<file path="src/rtl/spdif_enc_pkg.sv">
// Shared types and constants for the S/PDIF biphase-mark frame encoder.
// No dependencies; imported by spdif_enc_subframe and spdif_biphase_frame_encoder.
package spdif_enc_pkg;

    // Default number of frames in one channel-status block
    localparam int BLOCK_FRAMES_DEF = 192;

    // Preamble patterns, first UI in bit 7, for a line level of zero before them
    localparam logic [7:0] PRE_B = 8'hE8;
    localparam logic [7:0] PRE_M = 8'hE2;
    localparam logic [7:0] PRE_W = 8'hE4;

    // Subframe geometry
    localparam int SF_UI    = 64;
    localparam int SF_SLOTS = 28;

    // Input transaction: one stereo frame
    typedef struct packed {
        logic signed [15:0] left_sample;
        logic signed [15:0] right_sample;
    } t_in;

    // Result transaction: two coded subframes and the block marker
    typedef struct packed {
        logic [SF_UI-1:0] left_subframe;
        logic [SF_UI-1:0] right_subframe;
        logic             block_start;
    } t_out;

endpackage

</file>
<file path="src/rtl/spdif_biphase_frame_encoder.sv">
// S/PDIF biphase-mark frame encoder, top level.
// Depends on spdif_enc_pkg and spdif_enc_subframe.
//
// Usage:
//   Input channel (i_in_valid / o_in_stall / i_in_data) carries one stereo
//   frame per transaction. Output channel (o_out_valid / i_out_stall /
//   o_out_data) carries the left and right 64-UI subframes, first UI in bit 63,
//   plus block_start, set when the left subframe opened a block with preamble B.
//   A transaction moves when valid is high and stall is low.
//   i_cfg_we / i_cfg_wdata write swap_halves, which exchanges the 16-bit halves
//   of each 32-bit word of both subframes; write it only while the block is idle.
// Timing:
//   One frame per cycle while the output is not stalled. A frame is captured into
//   the input register, coded in one pass between that register and the output
//   register, and offered on the output from there. The line level and the frame
//   counter advance as a frame moves into the output register.
// Reset (synchronous, i_rst_n low): both stages empty, line level low, frame
//   counter at zero (next frame starts a block), swap_halves cleared.
// Stall: while the output is stalled the result holds; one more frame can sit
//   in the input register, after which o_in_stall rises.
module spdif_biphase_frame_encoder #(
    parameter int BLOCK_FRAMES = spdif_enc_pkg::BLOCK_FRAMES_DEF
) (
    input  logic                 i_clk,
    input  logic                 i_rst_n,
    input  logic                 i_in_valid,
    output logic                 o_in_stall,
    input  spdif_enc_pkg::t_in   i_in_data,
    output logic                 o_out_valid,
    input  logic                 i_out_stall,
    output spdif_enc_pkg::t_out  o_out_data,
    input  logic                 i_cfg_we,
    input  logic                 i_cfg_wdata
);
    import spdif_enc_pkg::*;

    localparam int IDX_W = (BLOCK_FRAMES > 1) ? $clog2(BLOCK_FRAMES) : 1;

    logic             r_s1_valid;
    t_in              r_s1_data;
    logic             r_out_valid;
    t_out             r_out_data;
    logic             r_line_level;
    logic [IDX_W-1:0] r_frame_idx;
    logic             r_swap;

    logic             w_in_accept;
    logic             w_s1_adv;
    logic             w_first;
    logic [SF_UI-1:0] w_left_sf;
    logic [SF_UI-1:0] w_right_sf;
    logic             w_left_level;
    logic             w_right_level;
    t_out             n_out;

    // Handshake: stage 1 drains into the output register when it is free
    assign w_s1_adv    = r_s1_valid && (!r_out_valid || !i_out_stall);
    assign o_in_stall  = r_s1_valid && !w_s1_adv;
    assign w_in_accept = i_in_valid && !o_in_stall;

    assign w_first = (r_frame_idx == '0);

    // Left then right subframe, line level chained between them
    spdif_enc_subframe u_left (
        .i_sample   (r_s1_data.left_sample),
        .i_preamble (w_first ? PRE_B : PRE_M),
        .i_level    (r_line_level),
        .o_subframe (w_left_sf),
        .o_level    (w_left_level)
    );

    spdif_enc_subframe u_right (
        .i_sample   (r_s1_data.right_sample),
        .i_preamble (PRE_W),
        .i_level    (w_left_level),
        .o_subframe (w_right_sf),
        .o_level    (w_right_level)
    );

    // Optional 16-bit half swap within each 32-bit word
    always_comb begin
        if (r_swap) begin
            n_out.left_subframe  = {w_left_sf[47:32], w_left_sf[63:48],
                                    w_left_sf[15:0], w_left_sf[31:16]};
            n_out.right_subframe = {w_right_sf[47:32], w_right_sf[63:48],
                                    w_right_sf[15:0], w_right_sf[31:16]};
        end else begin
            n_out.left_subframe  = w_left_sf;
            n_out.right_subframe = w_right_sf;
        end
        n_out.block_start = w_first;
    end

    // Control state
    always_ff @(posedge i_clk) begin
        if (!i_rst_n) begin
            r_s1_valid   <= 1'b0;
            r_out_valid  <= 1'b0;
            r_line_level <= 1'b0;
            r_frame_idx  <= '0;
            r_swap       <= 1'b0;
        end else begin
            if (i_cfg_we) begin
                r_swap <= i_cfg_wdata;
            end
            if (w_in_accept) begin
                r_s1_valid <= 1'b1;
            end else if (w_s1_adv) begin
                r_s1_valid <= 1'b0;
            end
            if (w_s1_adv) begin
                r_out_valid  <= 1'b1;
                r_line_level <= w_right_level;
                if (r_frame_idx == IDX_W'(BLOCK_FRAMES - 1)) begin
                    r_frame_idx <= '0;
                end else begin
                    r_frame_idx <= r_frame_idx + IDX_W'(1);
                end
            end else if (!i_out_stall) begin
                r_out_valid <= 1'b0;
            end
        end
    end

    // Payload registers
    always_ff @(posedge i_clk) begin
        if (w_in_accept) begin
            r_s1_data <= i_in_data;
        end
        if (w_s1_adv) begin
            r_out_data <= n_out;
        end
    end

    assign o_out_valid = r_out_valid;
    assign o_out_data  = r_out_data;

    // Even parity keeps the slot count of zeros even, so the line returns low
    a_level_low: assert property (@(posedge i_clk) disable iff (!i_rst_n)
        1'b1 |=> !r_line_level)
        else $error("line level left high after a frame");

    // Frame counter stays inside the block
    a_idx_range: assert property (@(posedge i_clk) disable iff (!i_rst_n)
        {1'b0, r_frame_idx} < (IDX_W + 1)'(BLOCK_FRAMES))
        else $error("frame index beyond block length");

    // A frame leaving stage 1 at index zero is marked as block start
    a_block_mark: assert property (@(posedge i_clk) disable iff (!i_rst_n)
        (w_s1_adv && w_first) |=> (o_out_valid && o_out_data.block_start))
        else $error("block start not marked");

    // Input stalls only while stage 1 holds a frame that cannot move
    a_stall_cause: assert property (@(posedge i_clk) disable iff (!i_rst_n)
        o_in_stall |-> (r_s1_valid && r_out_valid && i_out_stall))
        else $error("input stalled without a blocked frame");

endmodule

</file>
<file path="src/rtl/spdif_enc_subframe.sv">
// Biphase-mark coder for one 64-UI subframe: preamble, 28 slots, even parity.
// Purely combinational; depends on spdif_enc_pkg.
module spdif_enc_subframe (
    input  logic [15:0]                    i_sample,
    input  logic [7:0]                     i_preamble,
    input  logic                           i_level,
    output logic [spdif_enc_pkg::SF_UI-1:0] o_subframe,
    output logic                           o_level
);
    import spdif_enc_pkg::*;

    logic [7:0]          w_pre;
    logic                w_parity;
    logic                w_lvl0;
    logic [SF_SLOTS-1:0] w_bits;
    logic [SF_SLOTS-1:0] w_lvl;
    logic [SF_UI-9:0]    w_ui;

    // Preamble is inverted when the line sits high
    assign w_pre    = i_level ? ~i_preamble : i_preamble;
    assign w_lvl0   = w_pre[0];
    assign w_parity = ^i_sample;

    // Slot data, slot 0 in bit 0: zero low byte, sample LSB first, V U C, parity
    assign w_bits = {w_parity, 3'b000, i_sample, 8'h00};

    // Level entering each slot: every slot toggles, a one toggles back
    always_comb begin
        w_lvl = '0;
        w_ui  = '0;
        for (int s = 0; s < SF_SLOTS; s++) begin
            w_lvl[s] = w_lvl0 ^ 1'(s)
                     ^ (^(w_bits & ((SF_SLOTS'(1) << s) - SF_SLOTS'(1))));
            w_ui[SF_UI - 9 - 2 * s]  = ~w_lvl[s];
            w_ui[SF_UI - 10 - 2 * s] = ~w_lvl[s] ^ w_bits[s];
        end
    end

    assign o_subframe = {w_pre, w_ui};
    assign o_level    = ~w_lvl[SF_SLOTS-1] ^ w_bits[SF_SLOTS-1];

endmodule

</file>
<file path="config.mk">
export PLATFORM = sky130hd
export DESIGN_NAME = spdif_biphase_frame_encoder
export DESIGN_NICKNAME = d
export VERILOG_FILES = /design/src/rtl/spdif_enc_pkg.sv /design/src/rtl/spdif_biphase_frame_encoder.sv /design/src/rtl/spdif_enc_subframe.sv
export SDC_FILE = /design/constraint.sdc
export NUM_CORES = 1
export LEC_CHECK = 0
export ABC_CLOCK_PERIOD_IN_PS = 7400
export BUFFER_PORTS_ARGS = -buffer_cell sky130_fd_sc_hd__buf_4
export CAP_MARGIN = 5
export CORE_MARGIN = 5
export CORE_UTILIZATION = 40
export DETAILED_ROUTE_END_ITERATION = 8
export PLACE_DENSITY_LB_ADDON = 0.25
export SYNTH_ARGS = -nofsm -noshare
export SYNTH_HDL_FRONTEND = slang
export SYNTH_SLANG_ARGS = --single-unit
export TNS_END_PERCENT = 1
</file>
<file path="constraint.sdc">
create_clock -name i_clk -period 7.4 [get_ports i_clk]
set_input_delay 0.37 -clock i_clk [delete_from_list [all_inputs] [get_ports i_clk]]
set_output_delay 0.37 -clock i_clk [all_outputs]
set_load 0.05 [all_outputs]
</file>
# [Yosys cells after proc, flatten, opt, wreduce, memory -nomap -nowiden]
# Index checks and enable logic that the tools add are counted.
[word_totals] output_inout_bits=131 regBits=173 word_cells=171 input_bits=38
[op_classes] bitwise=105 muxes=9 reduce_logical=44 n_addsub=1 n_eq_ne=2
[op_table] op="$reduce_xor 28->1" n=32
[op_table] op="$mux 128" n=1
[op_table] op="$xor 1x1->1" n=68
[op_table] op="$not 1->1" n=36
[op_table] op="$reduce_xor 16->1" n=2
[op_table] op="$mux 8" n=3
[op_table] op="$add 8x1->8 const B" n=1
[op_table] op="$eq 8x8->1 const B" n=1
[op_table] op="$logic_not 8->1" n=1
[op_table] op="$not 8->8" n=1
[op_table] op="$logic_not 1->1" n=4
[op_table] op="$mux 1" n=4
[op_table] op="$mux 4" n=1
[op_table] op="$logic_and 1x1->1" n=3
[op_table] op="$ne 2x1->1 const B" n=1
[op_table] op="$reduce_bool 2->1" n=1
[op_table] op="$logic_or 1x1->1" n=1

# [Logic depth before layout (Yosys ltp)]
[depth] word_depth=14 ltp_mapped=6 mapped_depth_nobuf=6

# [Cells and area by module]
# Synthesis repeated with hierarchy kept, for this count alone.
[unflattened] cells_unflattened=539 hier_area_um2=8408.1
[by_module_without_submodules] mod="spdif_biphase_frame_encoder" cells_each=375 area_each_um2=6921.6 n_inst=1 seq_area_each_um2=5074.9
[by_module_without_submodules] mod="spdif_enc_subframe" cells_each=82 area_each_um2=743.2 n_inst=2 seq_area_each_um2=0.0

# [Worst setup path before layout]
# No wires, ideal clock.
[synth_timing] path_kind="register -> register" startpoint="reg r_out_valid (netlist: o_out_valid)" endpoint="reg r_frame_idx[0]" path_slack_ns=0.521 required_ns=7.267 path_stages_with_launch=5 n_path_buf=0 setup_time_ns=0.133 arrival_time_ns=6.746 path_cell_list="dfxtp_1 -> a21boi_1 -> nand4_1 -> o21ai_0 -> nor2_1"
[synth_via] elab_chain_len=3
[synth_rtl] item="start, declared" line="spdif_biphase_frame_encoder.sv:41" rtl="logic r_out_valid;"
[synth_rtl] item="start signal, assigned" line="spdif_biphase_frame_encoder.sv:98" rtl="r_out_valid <= 1'b0;"
[synth_rtl] item="start signal, assigned" line="spdif_biphase_frame_encoder.sv:112" rtl="r_out_valid <= 1'b1;"
[synth_rtl] item="start signal, assigned" line="spdif_biphase_frame_encoder.sv:120" rtl="r_out_valid <= 1'b0;"
[synth_rtl] item="$logic_not 1->1" line="spdif_biphase_frame_encoder.sv:57" rtl="assign w_s1_adv = r_s1_valid && (!r_out_valid || !i_out_stall);"
[synth_rtl] item="$logic_or 1x1->1" line="spdif_biphase_frame_encoder.sv:57"
[synth_rtl] item="$logic_and 1x1->1" line="spdif_biphase_frame_encoder.sv:57"
[synth_rtl] item="named net w_s1_adv" line="spdif_biphase_frame_encoder.sv:48" rtl="logic w_s1_adv;"
[synth_rtl] item="end signal, assigned" line="spdif_biphase_frame_encoder.sv:117" rtl="r_frame_idx <= r_frame_idx + IDX_W'(1);"
[synth_rtl] item="end, declared" line="spdif_biphase_frame_encoder.sv:44" rtl="logic [IDX_W-1:0] r_frame_idx;"
# The timed path passes the listed nets, and every way through them passes these cells.
# A chain may end at the register's enable or synchronous reset.

==> flow_summary.json <==
{
  "cts_hold_buf": 0,
  "min_from": "i_in_data[21]",
  "drtAntennaViolNets": 0,
  "die_w_um": 138.5,
  "cts_buffer_depth": 2,
  "power.leakage_nw": 3.327,
  "start_util_pct": 40.23,
  "yosysTopAreaCell": "edfxtp_1",
  "die-area_um2": 19170,
  "status": "complete, no violations",
  "cts_buffers": 17,
  "synthMuxAreaShare_pct": 1.706,
  "antenna_cells": 0,
  "synth-simple-area-share_pct": 4.928,
  "synth_compound_area_share_pct": 3.677,
  "cp_max_fo": 18,
  "highest_layer": "met4",
  "slew-limit-headroom_pct": 28.37,
  "wl_met1_mm": 5.219,
  "yosys.area_share.adder_pct": 0.7582,
  "fin_crit_sh_pct": 41.23,
  "synth_xor_area_share_pct": 18.50,
  "layout_commonest_cell": "buf_4",
  "wl_met2_mm": 6.603,
  "fin_nets": 630,
  "ctsResizeCount": 0,
  "power_density_nw_per_um2": 327.7,
  "htreeDepth": 4,
  "postCtsSetupRepairBufs": 0,
  "cts_tree": "yes",
  "post_drt_wl_per_cell_um": 15.74,
  "synth.area.top_cells": "edfxtp_1, xnor2_1, dfxtp_1",
  "cp_data_arrival_time_ns": 3.18,
  "r2r_end": "o_out_data[73]",
  "num_rows": 47,
  "worstRegToRegCells": 4,
  "grt_max_degree": 58,
  "fin_skew_ns": 0.01007,
  "postRouteWirelength_mm": 12.92,
  "fillerInstances": 1419,
  "setup_viol": 0,
  "drt_iter0_drc": 126,
  "tightest_slew_ns": 1.069,
  "yosysWarnings": 0,
  "end_kind": "register",
  "synth_top_family_by_area": "XOR/XNOR gates",
  "regArea_um2": 4325,
  "wl_met3_um": 842,
  "min_period_ns": 3.051,
  "drive_above_1_share_pct": 37.60,
  "dp_hpwl_mm": 9.261,
  "whs_path_depth": 1,
  "grt_pass1_wl_mm": 20.36,
  "ys_seq_area_share_pct": 65.50,
  "final_cell_mix": "buf_4, edfxtp_1, xnor2_1, nor2_1, xor2_1",
  "multi_input_area_um2": 1971,
  "synth_seq_cells": 148,
  "clk_pin_slew_ns": 0.06,
  "grt_antenna_before_repair": 0,
  "vdd_drop_max_mv": 0.1790,
  "max_cap_viol_count": 0,
  "dr_total_vias": 3659,
  "max_freq_mhz": 327.8,
  "syn_inst": 437,
  "grt_overflow": 0,
  "gr-usage-all-layers_pct": 13.79,
  "grt_pass1_vias": 3787,
  "r2r_start": "r_line_level",
  "avgSynthCellArea_um2": 15.11,
  "io_pins": 169,
  "hold_viol": 0,
  "worstPathRequired_ns": 7.53,
  "tns_ns": 0,
  "startpoint_type": "register",
  "avgViaCountPerCell": 4.457,
  "hold_class": "input pin to register",
  "synth_cell_types": 39,
  "hold_end": "r_s1_data[21]",
  "drc": 0,
  "reg2reg_slack_ns": 4.35,
  "synth_nets": 479,
  "cts_sinks": 148,
  "io_buffers": 168,
  "clock_latency_ns": 0.42,
  "finalPower_mw": 2.780,
  "crit_type": "register to register",
  "root_buffer": "clkbuf_16",
  "netlist_area_um2": 6601,
  "core_area_um2": 16410,
  "areaGrowthSynthToFinish_pct": 28.51,
  "gp_congestion": 0.7482,
  "drt-pass1-iter-count": 5,
  "die_h_um": 138.5,
  "rsz0062_at_grt": "no",
  "yosysTopAreaCellShare_pct": 61.87,
  "slew_violations": 0
}
where the power goes:
| group | internal (mW) | switching (mW) |
|---|---|---|
| clock | 0.488 | 0.322 |
| combinational | 0.317 | 0.544 |
| sequential | 1.07 | 0.0381 |
cell type report:
| type | instances | area share (%) |
|---|---|---|
| timing repair buffer | 171 | 15.13 |
| sequential | 148 | 50.99 |
| inverter | 21 | 0.9292 |
| tap | 220 | 3.245 |
| clock buffer | 19 | 5.103 |
| multi-input combinational | 229 | 23.23 |
| clock inverter | 13 | 1.372 |
flip-flops by register name (all words and copies together), names as in the netlist:
name,flops
r_line_level,1
r_frame_idx,8
r_s1_valid,1
r_s1_data,32
o_out_data,104
r_swap,1
o_out_valid,1
per-stage QoR:
| step | hold slack, ns | setup slack, ns | util (%) | cell area (µm²) | instances |
|---|---|---|---|---|---|
| 4_1_cts | 0.09536 | 4.315 | 51.70 | 8483 | 821 |
| 2_1_floorplan | 0.4029 | 0.5214 | - | 6601 | 437 |
| 5_1_grt | 0.09787 | 4.122 | 51.70 | 8483 | 821 |
| 3_3_place_gp | 0.4924 | 4.428 | 48.36 | 7934 | 789 |
| 3_5_place_dp | 0.5196 | 4.330 | 48.36 | 7934 | 789 |
| 6_report | 0.1213 | 4.349 | 51.70 | 8483 | 821 |
logic make-up after synthesis:
kind of cell / count (synthesis)
compound gates: 38
mux: 11
buf+inv: 60
flops: 148
xor+xnor: 109
fa+ha+maj: 4
simple gates: 67
how the worst max path moves through the flow:
stage / endpoint / startpoint / slack (ns)
3_3_place_gp: o_out_data[88] / r_line_level / 4.43
3_5_place_dp: o_out_data[73] / r_line_level / 4.33
2_1_floorplan: r_frame_idx[0] / o_out_valid / 0.52
4_1_cts: o_out_data[73] / r_line_level / 4.31
5_1_grt: o_out_data[82] / r_line_level / 4.12
6_report: o_out_data[73] / r_line_level / 4.35
layer usage:
layer | global-route usage (%) | up-vias
li1 | - | 1793
met1 | 15.75 | 1739
met2 | 23.36 | 107
met3 | 5.283 | 20
met4 | 5.564 | 0
met5 | 0 | -
worst max-delay path, cell delays in order (launching register included):
cell,delay (ns)
dfxtp_1,0.91
xnor2_2,0.24
xnor3_1,0.57
xnor2_2,0.86
xnor2_1,0.18
Yosys cell counts:
cell type    n
xnor3_1      9
nand3_1      2
and4_1       1
xnor3_2      2
ha_1         4
nor2b_1      5
a21oi_1      8
inv_2        1
a21boi_0     3
xnor2_4      3
nand2b_1     4
and3_1       3
o21ai_0     11
a21oi_2      2
clkbuf_1     9
buf_1        2
nor3_1       1
nor2_1      24
xnor2_1     67
o21ai_1      2
edfxtp_1   136
xor2_1      22
o21a_1       1
xor2_4       1
nor4_1       1
a21bo_2      3
mux2_2       2
buf_2        2
or2_2        6
xnor2_2      5
and2_1       5
mux2i_1      9
nand2_1     13
a21o_1       7
nand4_1      2
inv_1       20
buf_4       26
dfxtp_1     12
a21boi_1     1
No activity file was read; power rests on OpenSTA's default activity.
